### src/design/deq_pkg.sv
// Shared constants, types and ring-index helpers for the double-ended queue.
package deq_pkg;

    localparam int DEPTH      = 16;
    localparam int PTR_W      = (DEPTH > 1) ? $clog2(DEPTH) : 1;
    localparam int CNT_W      = $clog2(DEPTH + 1);
    localparam int VALUE_W    = 32;
    localparam int OP_W       = 3;
    localparam int STATUS_W   = 2;
    localparam int POS_W      = 5;
    localparam int IN_DATA_W  = ((VALUE_W + 7) / 8) * 8;
    localparam int OUT_DATA_W = ((VALUE_W + POS_W + 7) / 8) * 8;

    localparam logic [OP_W-1:0] OP_PUSH_FRONT = 3'd0;
    localparam logic [OP_W-1:0] OP_PUSH_BACK  = 3'd1;
    localparam logic [OP_W-1:0] OP_POP_FRONT  = 3'd2;
    localparam logic [OP_W-1:0] OP_POP_BACK   = 3'd3;
    localparam logic [OP_W-1:0] OP_LIST       = 3'd4;

    localparam logic [STATUS_W-1:0] STATUS_OK    = 2'd0;
    localparam logic [STATUS_W-1:0] STATUS_EMPTY = 2'd1;
    localparam logic [STATUS_W-1:0] STATUS_FULL  = 2'd2;

    typedef struct packed {
        logic             we;
        logic [PTR_W-1:0] waddr;
        logic             re;
        logic [PTR_W-1:0] raddr;
    } store_req_t;

    // Ring index a + b, with a < DEPTH and b <= DEPTH
    function automatic logic [PTR_W-1:0] ring_add(input logic [PTR_W-1:0] a,
                                                  input logic [CNT_W-1:0] b);
        logic [CNT_W:0] s;
        s = (CNT_W + 1)'(a) + (CNT_W + 1)'(b);
        if (s >= (CNT_W + 1)'(DEPTH))
        begin
            s = s - (CNT_W + 1)'(DEPTH);
        end
        return s[PTR_W-1:0];
    endfunction

    function automatic logic [PTR_W-1:0] ring_dec(input logic [PTR_W-1:0] a);
        logic [PTR_W-1:0] r;
        if (a == '0)
        begin
            r = PTR_W'(DEPTH - 1);
        end
        else
        begin
            r = a - PTR_W'(1);
        end
        return r;
    endfunction

endpackage

### src/design/deq_store.sv
// Element store: single write port, single registered read port.
module deq_store (
    input  logic                        clk,
    input  deq_pkg::store_req_t         req,
    input  logic [deq_pkg::VALUE_W-1:0] wdata,
    output logic [deq_pkg::VALUE_W-1:0] rdata
);
    import deq_pkg::*;

    logic [VALUE_W-1:0] mem [DEPTH];
    logic [VALUE_W-1:0] rdata_reg;

    always_ff @(posedge clk)
    begin
        if (req.we)
        begin
            mem[req.waddr] <= wdata;
        end
    end

    // Hold read data while the reader stalls
    always_ff @(posedge clk)
    begin
        if (req.re)
        begin
            rdata_reg <= mem[req.raddr];
        end
    end

    assign rdata = rdata_reg;

endmodule

### src/design/double_ended_queue.sv
// Top level of the bounded double-ended queue with ring storage.
//
//  channel | dir | tdata                          | tuser       | tlast
//  s_*     | in  | value[31:0]                    | opcode[2:0] | -
//  m_*     | out | element[31:0], position[36:32] | status[1:0] | last result
//
// Push and pop: the accept cycle updates the front pointer and count and issues the
// store access; EXEC then forms the result (pops use the read data) once output is free.
// List does one store read per element. No new item is accepted while in EXEC.
// Reset clears state, front pointer, count and output valid; store contents stay undefined.
// An output stall holds the sequencer in EXEC, which also freezes the store read register.
module double_ended_queue (
    input  logic                           clk,
    input  logic                           rst_n,
    input  logic                           s_tvalid,
    output logic                           s_tready,
    input  logic [deq_pkg::IN_DATA_W-1:0]  s_tdata,   // value
    input  logic [deq_pkg::OP_W-1:0]       s_tuser,   // opcode
    output logic                           m_tvalid,
    input  logic                           m_tready,
    output logic [deq_pkg::OUT_DATA_W-1:0] m_tdata,   // element, position, zero pad
    output logic [deq_pkg::STATUS_W-1:0]   m_tuser,   // status
    output logic                           m_tlast
);
    import deq_pkg::*;

    typedef enum logic [1:0] {
        ST_IDLE = 2'b01,
        ST_EXEC = 2'b10
    } state_t;

    state_t              state_reg, state_next;
    logic [PTR_W-1:0]    front_reg, front_next;
    logic [CNT_W-1:0]    count_reg, count_next;
    logic [OP_W-1:0]     op_reg, op_next;
    logic [STATUS_W-1:0] status_reg, status_next;
    logic [CNT_W-1:0]    total_reg, total_next;
    logic [CNT_W-1:0]    iter_reg, iter_next;
    logic [PTR_W-1:0]    rd_ptr_reg, rd_ptr_next;

    logic                m_tvalid_reg, m_tvalid_next;
    logic [STATUS_W-1:0] o_status_reg, o_status_next;
    logic [VALUE_W-1:0]  o_element_reg, o_element_next;
    logic [POS_W-1:0]    o_position_reg, o_position_next;
    logic                o_last_reg, o_last_next;

    store_req_t          store_req;
    logic [VALUE_W-1:0]  rdata;
    logic [VALUE_W-1:0]  value_in;
    logic                accept;
    logic                out_free;
    logic                full;
    logic                empty;
    logic                list_last;
    logic [31:0]         pos_wide;

    deq_store u_store (
        .clk   (clk),
        .req   (store_req),
        .wdata (value_in),
        .rdata (rdata)
    );

    assign value_in  = s_tdata[VALUE_W-1:0];
    assign s_tready  = (state_reg == ST_IDLE);
    assign accept    = s_tvalid && s_tready;
    assign out_free  = !m_tvalid_reg || m_tready;
    assign full      = (count_reg == CNT_W'(DEPTH));
    assign empty     = (count_reg == '0);
    assign list_last = ((CNT_W + 1)'(iter_reg) + (CNT_W + 1)'(1)) == (CNT_W + 1)'(total_reg);
    assign pos_wide  = 32'(iter_reg) + 32'd1;

    always_comb
    begin
        state_next      = state_reg;
        front_next      = front_reg;
        count_next      = count_reg;
        op_next         = op_reg;
        status_next     = status_reg;
        total_next      = total_reg;
        iter_next       = iter_reg;
        rd_ptr_next     = rd_ptr_reg;
        m_tvalid_next   = m_tvalid_reg && !m_tready;
        o_status_next   = o_status_reg;
        o_element_next  = o_element_reg;
        o_position_next = o_position_reg;
        o_last_next     = o_last_reg;
        store_req       = '0;

        unique case (state_reg)
            ST_IDLE:
            begin
                if (accept)
                begin
                    op_next     = s_tuser;
                    status_next = STATUS_OK;
                    total_next  = count_reg;
                    iter_next   = '0;
                    rd_ptr_next = front_reg;
                    state_next  = ST_EXEC;
                    unique case (s_tuser)
                        OP_PUSH_FRONT:
                        begin
                            if (full)
                            begin
                                status_next = STATUS_FULL;
                            end
                            else
                            begin
                                front_next      = ring_dec(front_reg);
                                count_next      = count_reg + CNT_W'(1);
                                store_req.we    = 1'b1;
                                store_req.waddr = ring_dec(front_reg);
                            end
                        end
                        OP_PUSH_BACK:
                        begin
                            if (full)
                            begin
                                status_next = STATUS_FULL;
                            end
                            else
                            begin
                                count_next      = count_reg + CNT_W'(1);
                                store_req.we    = 1'b1;
                                store_req.waddr = ring_add(front_reg, count_reg);
                            end
                        end
                        OP_POP_FRONT:
                        begin
                            if (empty)
                            begin
                                status_next = STATUS_EMPTY;
                            end
                            else
                            begin
                                front_next      = ring_add(front_reg, CNT_W'(1));
                                count_next      = count_reg - CNT_W'(1);
                                store_req.re    = 1'b1;
                                store_req.raddr = front_reg;
                            end
                        end
                        OP_POP_BACK:
                        begin
                            if (empty)
                            begin
                                status_next = STATUS_EMPTY;
                            end
                            else
                            begin
                                count_next      = count_reg - CNT_W'(1);
                                store_req.re    = 1'b1;
                                store_req.raddr = ring_add(front_reg, count_reg - CNT_W'(1));
                            end
                        end
                        OP_LIST:
                        begin
                            if (empty)
                            begin
                                status_next = STATUS_EMPTY;
                            end
                            else
                            begin
                                store_req.re    = 1'b1;
                                store_req.raddr = front_reg;
                            end
                        end
                        default:
                        begin
                            // drop undefined opcodes without a result
                            state_next = ST_IDLE;
                        end
                    endcase
                end
            end
            ST_EXEC:
            begin
                if (out_free)
                begin
                    m_tvalid_next   = 1'b1;
                    o_status_next   = status_reg;
                    o_element_next  = '0;
                    o_position_next = '0;
                    o_last_next     = 1'b1;
                    state_next      = ST_IDLE;
                    if (status_reg == STATUS_OK)
                    begin
                        if (op_reg == OP_POP_FRONT || op_reg == OP_POP_BACK)
                        begin
                            o_element_next = rdata;
                        end
                        else if (op_reg == OP_LIST)
                        begin
                            o_element_next  = rdata;
                            o_position_next = pos_wide[POS_W-1:0];
                            o_last_next     = list_last;
                            if (!list_last)
                            begin
                                // advance to the next element
                                store_req.re    = 1'b1;
                                store_req.raddr = ring_add(rd_ptr_reg, CNT_W'(1));
                                rd_ptr_next     = ring_add(rd_ptr_reg, CNT_W'(1));
                                iter_next       = iter_reg + CNT_W'(1);
                                state_next      = ST_EXEC;
                            end
                        end
                    end
                end
            end
            default:
            begin
                state_next = ST_IDLE;
            end
        endcase
    end

    always_ff @(posedge clk or negedge rst_n)
    begin
        if (!rst_n)
        begin
            state_reg    <= ST_IDLE;
            front_reg    <= '0;
            count_reg    <= '0;
            m_tvalid_reg <= 1'b0;
        end
        else
        begin
            state_reg    <= state_next;
            front_reg    <= front_next;
            count_reg    <= count_next;
            m_tvalid_reg <= m_tvalid_next;
        end
    end

    always_ff @(posedge clk)
    begin
        op_reg         <= op_next;
        status_reg     <= status_next;
        total_reg      <= total_next;
        iter_reg       <= iter_next;
        rd_ptr_reg     <= rd_ptr_next;
        o_status_reg   <= o_status_next;
        o_element_reg  <= o_element_next;
        o_position_reg <= o_position_next;
        o_last_reg     <= o_last_next;
    end

    assign m_tvalid = m_tvalid_reg;
    assign m_tuser  = o_status_reg;
    assign m_tlast  = o_last_reg;
    assign m_tdata  = OUT_DATA_W'({o_position_reg, o_element_reg});

    a_count_bound: assert property (@(posedge clk) disable iff (!rst_n)
        count_reg <= CNT_W'(DEPTH))
        else $error("element count above capacity");

    a_front_bound: assert property (@(posedge clk) disable iff (!rst_n)
        front_reg < PTR_W'(DEPTH - 1) || front_reg == PTR_W'(DEPTH - 1))
        else $error("front pointer outside the ring");

    a_push_grows: assert property (@(posedge clk) disable iff (!rst_n)
        accept && !full && (s_tuser == OP_PUSH_FRONT || s_tuser == OP_PUSH_BACK)
        |=> count_reg == $past(count_reg) + CNT_W'(1))
        else $error("accepted push did not grow the queue");

    a_list_iter: assert property (@(posedge clk) disable iff (!rst_n)
        state_reg == ST_EXEC && op_reg == OP_LIST && status_reg == STATUS_OK
        |-> iter_reg < total_reg)
        else $error("list walk ran past the element count");

    a_store_order: assert property (@(posedge clk) disable iff (!rst_n)
        store_req.we |-> state_reg == ST_IDLE && !store_req.re)
        else $error("store write overlaps a read");

endmodule

### config.mk
export PLATFORM = sky130hd
export DESIGN_NAME = double_ended_queue
export DESIGN_NICKNAME = d
export VERILOG_FILES = /design/src/design/deq_pkg.sv /design/src/design/deq_store.sv /design/src/design/double_ended_queue.sv
export SDC_FILE = /design/constraint.sdc
export NUM_CORES = 1
export LEC_CHECK = 0
export ABC_AREA = 1
export BUFFER_PORTS_ARGS = -buffer_cell sky130_fd_sc_hd__buf_4
export CORE_ASPECT_RATIO = 0.75
export CORE_MARGIN = 2
export CORE_UTILIZATION = 40
export CTS_CLUSTER_DIAMETER = 60
export CTS_CLUSTER_SIZE = 25
export DETAILED_ROUTE_END_ITERATION = 12
export GPL_ROUTABILITY_DRIVEN = 0
export GPL_TIMING_DRIVEN = 0
export SYNTH_ARGS = -nofsm -noshare
export SYNTH_HDL_FRONTEND = slang
export SYNTH_SLANG_ARGS = --single-unit
export TNS_END_PERCENT = 30
### constraint.sdc
create_clock -name clk -period 3.8 [get_ports clk]
set_input_delay 0.19 -clock clk [delete_from_list [all_inputs] [get_ports clk]]
set_output_delay 0.19 -clock clk [all_outputs]
set_load 0.02 [all_outputs]
==> summary.txt, run 1 <==
Floorplanning
  – I/O Pins: 84
  – Die width: 306 um
  – Die area: 0.0703 mm^2
  – Core area: 0.0671 mm^2
  – Initial Util: 40.7%
  – Placement row count: 82
  – Chip height: 230 um

Finish
  – Largest register FFs: about 510
  – Layout Nets: approximately 2,700
  – P&R area growth vs syn: 15.3%
  – Ant. Diodes: 0
  – Multi-input logic area: ~0.0068 mm^2
  – Fillers: 6,098
  – Cell Count, Final, Fillers Out: between 3,000 and 4,000
  – Most common cell after layout, fill and taps aside: nand3_1
  – Commonest cells after routing, fill and taps aside: nand3_1, edfxtp_1, inv_1
  – Seq. cell area: approximately 0.018 mm^2
  – Ratio of cells with drive above 1 in the final layout: 11.1%
  – Final Util: 46.9%

Drt
  – DR WL/cell: 21.8 um
  – DR vias/cell: about 5.3
  – Via total after detailed routing: 18,800
  – Post-route DRC violation count: 0
  – First-pass iteration count of the detailed router: 5
  – Iteration-0 DRC Markers: 2,218
  – DRT antenna net count: 0
  – Wirelength, routed: 77.0 mm

Power
  – Pwr per Cell Area: roughly 560 mW/mm^2
  – Final Power: 17.6 mW
  – Leak: 12.3 nW
  – Worst VDD drop: 0.384 mV

STA
  – Fin. Hold Viols: 0
  – Fin crit share: between 90% and 100%
  – Minimum clock period: 3.75 ns
  – Least-Margin Pin Slew: 1.42 ns
  – Peak Freq: 267 MHz
  – Slew Limit Headroom: about 2.5%
  – Setup TNS: 0 ns
  – Slew Viols, Final: 0
  – Post-Route Skew: 0.0275 ns
  – RSZ-0062 raised after global routing: no
  – Setup violators final: 0

GRT
  – Largest net degree at the start of global routing: 26
  – Vias in the first global route: between 15,000 and 20,000
  – Antenna violations before repair: 0
  – Total track usage: 21.7%
  – Grt ovf: 0
  – First-pass GRT wire length: between 100 and 150 mm

Synthesis
  – Yosys warns: 0
  – #FFs+latches synth: 615
  – Syn Std Cell Area: 0.0273 mm^2
  – Register area share after synthesis: 67.5%
  – Post-synthesis average cell area: roughly 11 um^2
  – Top FF cell, synth: edfxtp_1
  – EDFF count, synth: 603
  – FFs w/ async S/R, synth: 1.95%
  – Count of cell types in the netlist: 38
  – Synth Instances: 2,447

Clocking
  – H-tree lvl count: 2
  – CTS tree: yes
  – Clock Sinks: 615
  – Clk Tree Root Cell: clkbuf_16
  – Worst skew pair latency: 0.60 ns
  – CTS Buffer Depth: 3
  – Reg clk slew, reported paths: 0.09 ns
  – Cts bufs inserted: 39

Critical path
  – Crit path kind: reg2reg
  – Worst-path fanout max: 21
  – Crit. End Element: register
  – Worst EP required: 4.08 ns
  – Startpoint Class: register
  – Worst EP arrival: 4.03 ns

Placement
  – Final HPWL DP: 53.4 mm
  – Cells after DPL: 3,430
  – IO Port Bufs: 80

Min path
  – HP Class: in2async

Flow run
  – MaxCap Viol Count: 0

Outcome
  – Status: finished clean
repair_timing:
action | in CTS | in global routing
buffers inserted | 0 | 2
hold endpoints to repair | 530 | 0
setup endpoints to repair | 32 | 32
hold buffers | 39 | 0
cloned | 0 | 0
pin swaps | 0 | 1
gates resized for setup | 1 | 15
where the power goes:
part / internal [mW] / switching, mW
combinational: 1.20 / 3.49
sequential: 7.87 / 0.207
clock: 2.31 / 2.52
layout make-up:
cell class / instances / area share (%)
clock buffers: 42 / 3.27
plain buffers: 147 / 2.45
inverters: 402 / 4.80
flip-flops and latches: 615 / 58.5
multi-input cells: 1285 / 21.5
clock inverters: 25 / 1.17
well taps: 882 / 3.51
repair buffers: 140 / 4.79
worst max-delay path, cell delays in order (launching register included):
cell      delay, ns
dfstp_2        0.56
inv_1          0.05
ha_1           0.44
inv_2          0.30
clkbuf_1       0.69
clkbuf_1       0.55
o21a_2         0.52
buf_12         0.28
logic make-up after synthesis:
family / after synthesis / share of synthesized area [%]
other: 1 / 0.0137
buffers and inverters: 549 / 8.34
xor gates and xnor gates: 15 / 0.481
and+or+nand+nor: 1201 / 21.7
adders and majority gates: 18 / 0.880
DFF: 615 / 67.5
muxes: 2 / 0.0734
AOI/OAI and AO/OA: 46 / 1.02
path summary, 6_finish.rpt:
path                                           from                           to  slack (ns)  cells after the start
max                        state_reg[0]$_DFFE_PN1P_  u_store.rdata[10]$_DFFE_PP_        0.05                      7
min                                           rst_n     state_reg[0]$_DFFE_PN1P_        0.08                      2
max reg2reg                state_reg[0]$_DFFE_PN1P_  u_store.rdata[10]$_DFFE_PP_        0.05                      7
min reg2reg                count_reg[4]$_DFFE_PN0P_       total_reg[4]$_DFFE_PP_        0.50                      0
max in group asynchronous                     rst_n     count_reg[2]$_DFFE_PN0P_        2.70                      3
min in group clk                         s_tuser[0]          op_reg[0]$_DFFE_PP_        0.36                      2
cells in the mapped netlist (2+ instances only):
library cell  number  area, um^2
nand3_1          620        3100
nand3b_1         161        1210
o22ai_1            7        43.8
fa_1               2        40.0
nor2_1            82         308
edfxtp_1         603       18100
nand2_1          326        1220
a21oi_1            9        45.0
xnor2_1            6        52.6
buf_2             69         345
a21oi_2            2        17.5
inv_2              3        11.3
buf_4             16         120
o211ai_1           3        22.5
mux2i_1            2        20.0
nor3_1             3        15.0
xor2_1             9        78.8
buf_6              9         101
inv_1            399        1500
clkbuf_1          38         143
ha_1              16         200
nand4_1            4        25.0
o21ai_0           18        90.1
buf_1             15        56.3
dfrtp_1           11         275
a211oi_1           2        15.0
routing by layer:
layer,global-route usage (%),part of all wire [%],vias up
met3,4.76,8.8,81
met4,5.00,1.8,0
met5,0,0,-
met1,30.9,44,9305
met2,34.1,45,744
li1,-,-,8714
through the flow:
stage	area (um^2)	setup WS (ns)	hold slack (ns)
final	31500	0.0534	0.0753
after global routing	31500	0.00957	0.0895
after CTS	31400	0.00326	0.0485
after detailed placement	29600	-0.312	0.0477
after global placement	29000	-1.78	0.0416
after floorplan	27300	0.240	-0.106
Note: power is estimated with default switching activity, not from simulation.
==> inputs of run 2 (changes only) <==
--- a/config.mk
+++ b/config.mk
@@ -7,6 +7,7 @@
 export LEC_CHECK = 0
 export ABC_AREA = 1
 export BUFFER_PORTS_ARGS = -buffer_cell sky130_fd_sc_hd__buf_4
+export CAP_MARGIN = 20
 export CORE_ASPECT_RATIO = 0.75
 export CORE_MARGIN = 2
 export CORE_UTILIZATION = 40
@@ -15,6 +16,8 @@
 export DETAILED_ROUTE_END_ITERATION = 12
 export GPL_ROUTABILITY_DRIVEN = 0
 export GPL_TIMING_DRIVEN = 0
+export HOLD_SLACK_MARGIN = 0.02
+export PLACE_DENSITY_LB_ADDON = 0.25
 export SYNTH_ARGS = -nofsm -noshare
 export SYNTH_HDL_FRONTEND = slang
 export SYNTH_SLANG_ARGS = --single-unit
==> run 2 against run 1 <==
Clock-buffer cell count fell by 1. Utilization barely moved. Critical path depth rose by 3. Sequential share of layout area barely moved. Clock power fell by 1%. Hold slack got worse by 0.0060 ns. Wire length barely moved. Fmax rose by 0.88%. First-iteration DRC count fell by 13%. Die area did not move. Via count barely moved.
==> summary.txt, run 2 (same netlist as run 1, synthesis figures left out) <==
Min path
  – HP Class: in2async

Critical path
  – Worst-path fanout max: 10 (-52%)
  – Worst EP required: 4.13 ns (+0.05 ns)
  – Worst EP arrival: 4.04 ns (about the same)
  – Crit path kind: reg2reg
  – Crit. End Element: register
  – Startpoint Class: register

Power
  – Internal power: 11.3 mW (-0.98%)
  – Sw Ratio: 35.9% (+0.52 points)
  – Final Power: 17.6 mW (-0.18%)
  – Logic pwr share: 26.8% (+0.2 points)
  – Clock power share: 27.2% (-0.3 points)
  – Psw: 6.30 mW (+1.3%)
  – Pwr per Cell Area: 558 mW/mm^2 (-0.18%)
  – Worst VDD drop: 0.313 mV (-18%)
  – Leak: 12.3 nW (about the same)
  – Seq pwr share: 46.0% (about the same)

Floorplanning
  – Placement row count: 82 (unchanged)
  – Core area: 0.0671 mm^2 (unchanged)
  – Initial Util: 40.7% (unchanged)
  – Die width: 306 um (unchanged)
  – I/O Pins: 84 (unchanged)
  – Die area: 0.0703 mm^2 (unchanged)
  – Chip height: 230 um (unchanged)

GRT
  – Largest net degree at the start of global routing: 26 (unchanged)
  – First-pass GRT wire length: 115 mm (+0.79%)
  – Antenna violations before repair: 0 (unchanged)
  – Vias in the first global route: 18,300 (+0.70%)
  – Total track usage: 21.9% (+0.18 points)
  – Grt ovf: 0 (unchanged)

Drt
  – Wirelength, routed: 77.0 mm (about the same)
  – DRT antenna net count: 0 (unchanged)
  – Post-route DRC violation count: 0 (unchanged)
  – Via total after detailed routing: 18,800 (-0.021%)
  – First-pass iteration count of the detailed router: 6 (+1)
  – DR vias/cell: 5.31 (-0.25%)
  – Iteration-0 DRC Markers: 1,934 (-13%)
  – DR WL/cell: 21.7 um (-0.18%)

STA
  – Setup violators final: 0 (unchanged)
  – Least-Margin Pin Slew: 1.07 ns (-0.351 ns)
  – Fin. Hold Viols: 0 (unchanged)
  – Hold Slack: 0.0693 ns (-0.00595 ns)
  – Slew Viols, Final: 0 (unchanged)
  – RSZ-0062 raised after global routing: no
  – Setup TNS: 0 ns (unchanged)
  – Post-Route Skew: 0.0226 ns (-0.00481 ns)
  – Peak Freq: 269 MHz (+0.88%)
  – Minimum clock period: 3.71 ns (-0.0327 ns)
  – Fin crit share: 97.7% (-0.86 points)
  – Slew Limit Headroom: 28.6% (+26 points)

Clocking
  – CTS Buffer Depth: 3 (unchanged)
  – Clk Tree Root Cell: clkbuf_16
  – Worst skew pair latency: 0.60 ns (about the same)
  – CTS tree: yes
  – Clock Sinks: 615 (unchanged)
  – Cts bufs inserted: 40 (+2.6%)
  – Reg clk slew, reported paths: 0.09 ns (about the same)
  – H-tree lvl count: 2 (unchanged)

Finish
  – Layout Nets: 2,692 (+0.19%)
  – Commonest cells after routing, fill and taps aside: nand3_1, edfxtp_1, inv_1
  – Ratio of cells with drive above 1 in the final layout: 11.6% (+0.42 points)
  – Fin area: 0.0315 mm^2 (about the same)
  – Largest register FFs: 512 (unchanged)
  – Most common cell after layout, fill and taps aside: nand3_1
  – Ant. Diodes: 0 (unchanged)
  – P&R area growth vs syn: 15.3% (about the same)
  – Cell Count, Final, Fillers Out: 3,546 (+0.23%)

Outcome
  – Status: finished clean

Placement
  – Cells after DPL: 3,431 (+0.029%)
  – Final HPWL DP: 53.0 mm (-0.78%)
  – Placed inst area: 0.0296 mm^2 (about the same)
  – IO Port Bufs: 80 (unchanged)

Flow run
  – MaxCap Viol Count: 0 (unchanged)
[run 2: final cells by class]
type / instances / area [um^2]
buffer: 147 / 774
clock inverter: 30 / 363
inverter: 402 / 1510
timing repair buffer: 143 / 1500
fill: 6108 / 35600
multi-input combinational: 1286 / 6770
sequential: 615 / 18400
clock buffer: 41 / 1030
tap: 882 / 1100
[run 2: power by group through the flow]
stage | registers [mW] | logic, mW | clock network, mW
after global routing | 8.12 | 5.07 | 5.09
final | 8.08 | 4.70 | 4.78
after floorplan | 8.23 | 2.58 | 0
after global placement | 8.23 | 4.38 | 0
after detailed placement | 8.23 | 4.55 | 0
after CTS | 8.08 | 4.62 | 4.85
[run 2: worst paths after layout]
check / from / endpoint / slack (ns) / depth (start not counted)
max: state_reg[0]$_DFFE_PN1P_ / u_store.rdata[0]$_DFFE_PP_ / 0.09 / 10
max in group asynchronous: rst_n / front_reg[2]$_DFFE_PN0P_ / 2.72 / 3
min reg2reg: status_reg[1]$_DFFE_PP_ / m_tuser[1]$_DFFE_PP_ / 0.53 / 0
max reg2reg: state_reg[0]$_DFFE_PN1P_ / u_store.rdata[0]$_DFFE_PP_ / 0.09 / 10
min in group clk: s_tuser[0] / op_reg[0]$_DFFE_PP_ / 0.38 / 2
min: rst_n / state_reg[0]$_DFFE_PN1P_ / 0.07 / 2
[run 2: routing by layer]
layer | vias to the layer above | global-route usage, % | part of all wire (%)
li1 | 8725 | - | -
met1 | 9197 | 32.2 | 45
met2 | 817 | 33.2 | 44
met3 | 101 | 4.39 | 9.6
met4 | 0 | 5.54 | 2.2
met5 | - | 0 | 0
[run 2: critical path: stages, from the launching register on]
cell and delay, ns:
dfstp_2 0.56, inv_1 0.05, ha_1 0.44, inv_2 0.31
clkbuf_1 0.64, clkbuf_1 0.84, nand3b_1 0.15, nand3_1 0.13
nand3_1 0.07, nand3_1 0.12, nand2_1 0.11
[run 2: metrics by stage]
| step | worst slack [ns] | utilization (%) |
|---|---|---|
| after floorplan | 0.240 | - |
| after global placement | -1.66 | 43.2 |
| after detailed placement | -0.0906 | 44.1 |
| after CTS | 0.0336 | 46.8 |
| after global routing | 0.00810 | 46.9 |
| final | 0.0861 | 46.9 |
[run 2: repair_timing]
action                     4_1_cts  5_1_grt
setup endpoints to repair       30       32
hold buffers                    39        0
pin swaps                        1        2
buffers inserted                 0        3
cloned                           1        0
gates resized for setup          2       15
hold endpoints to repair       531        0
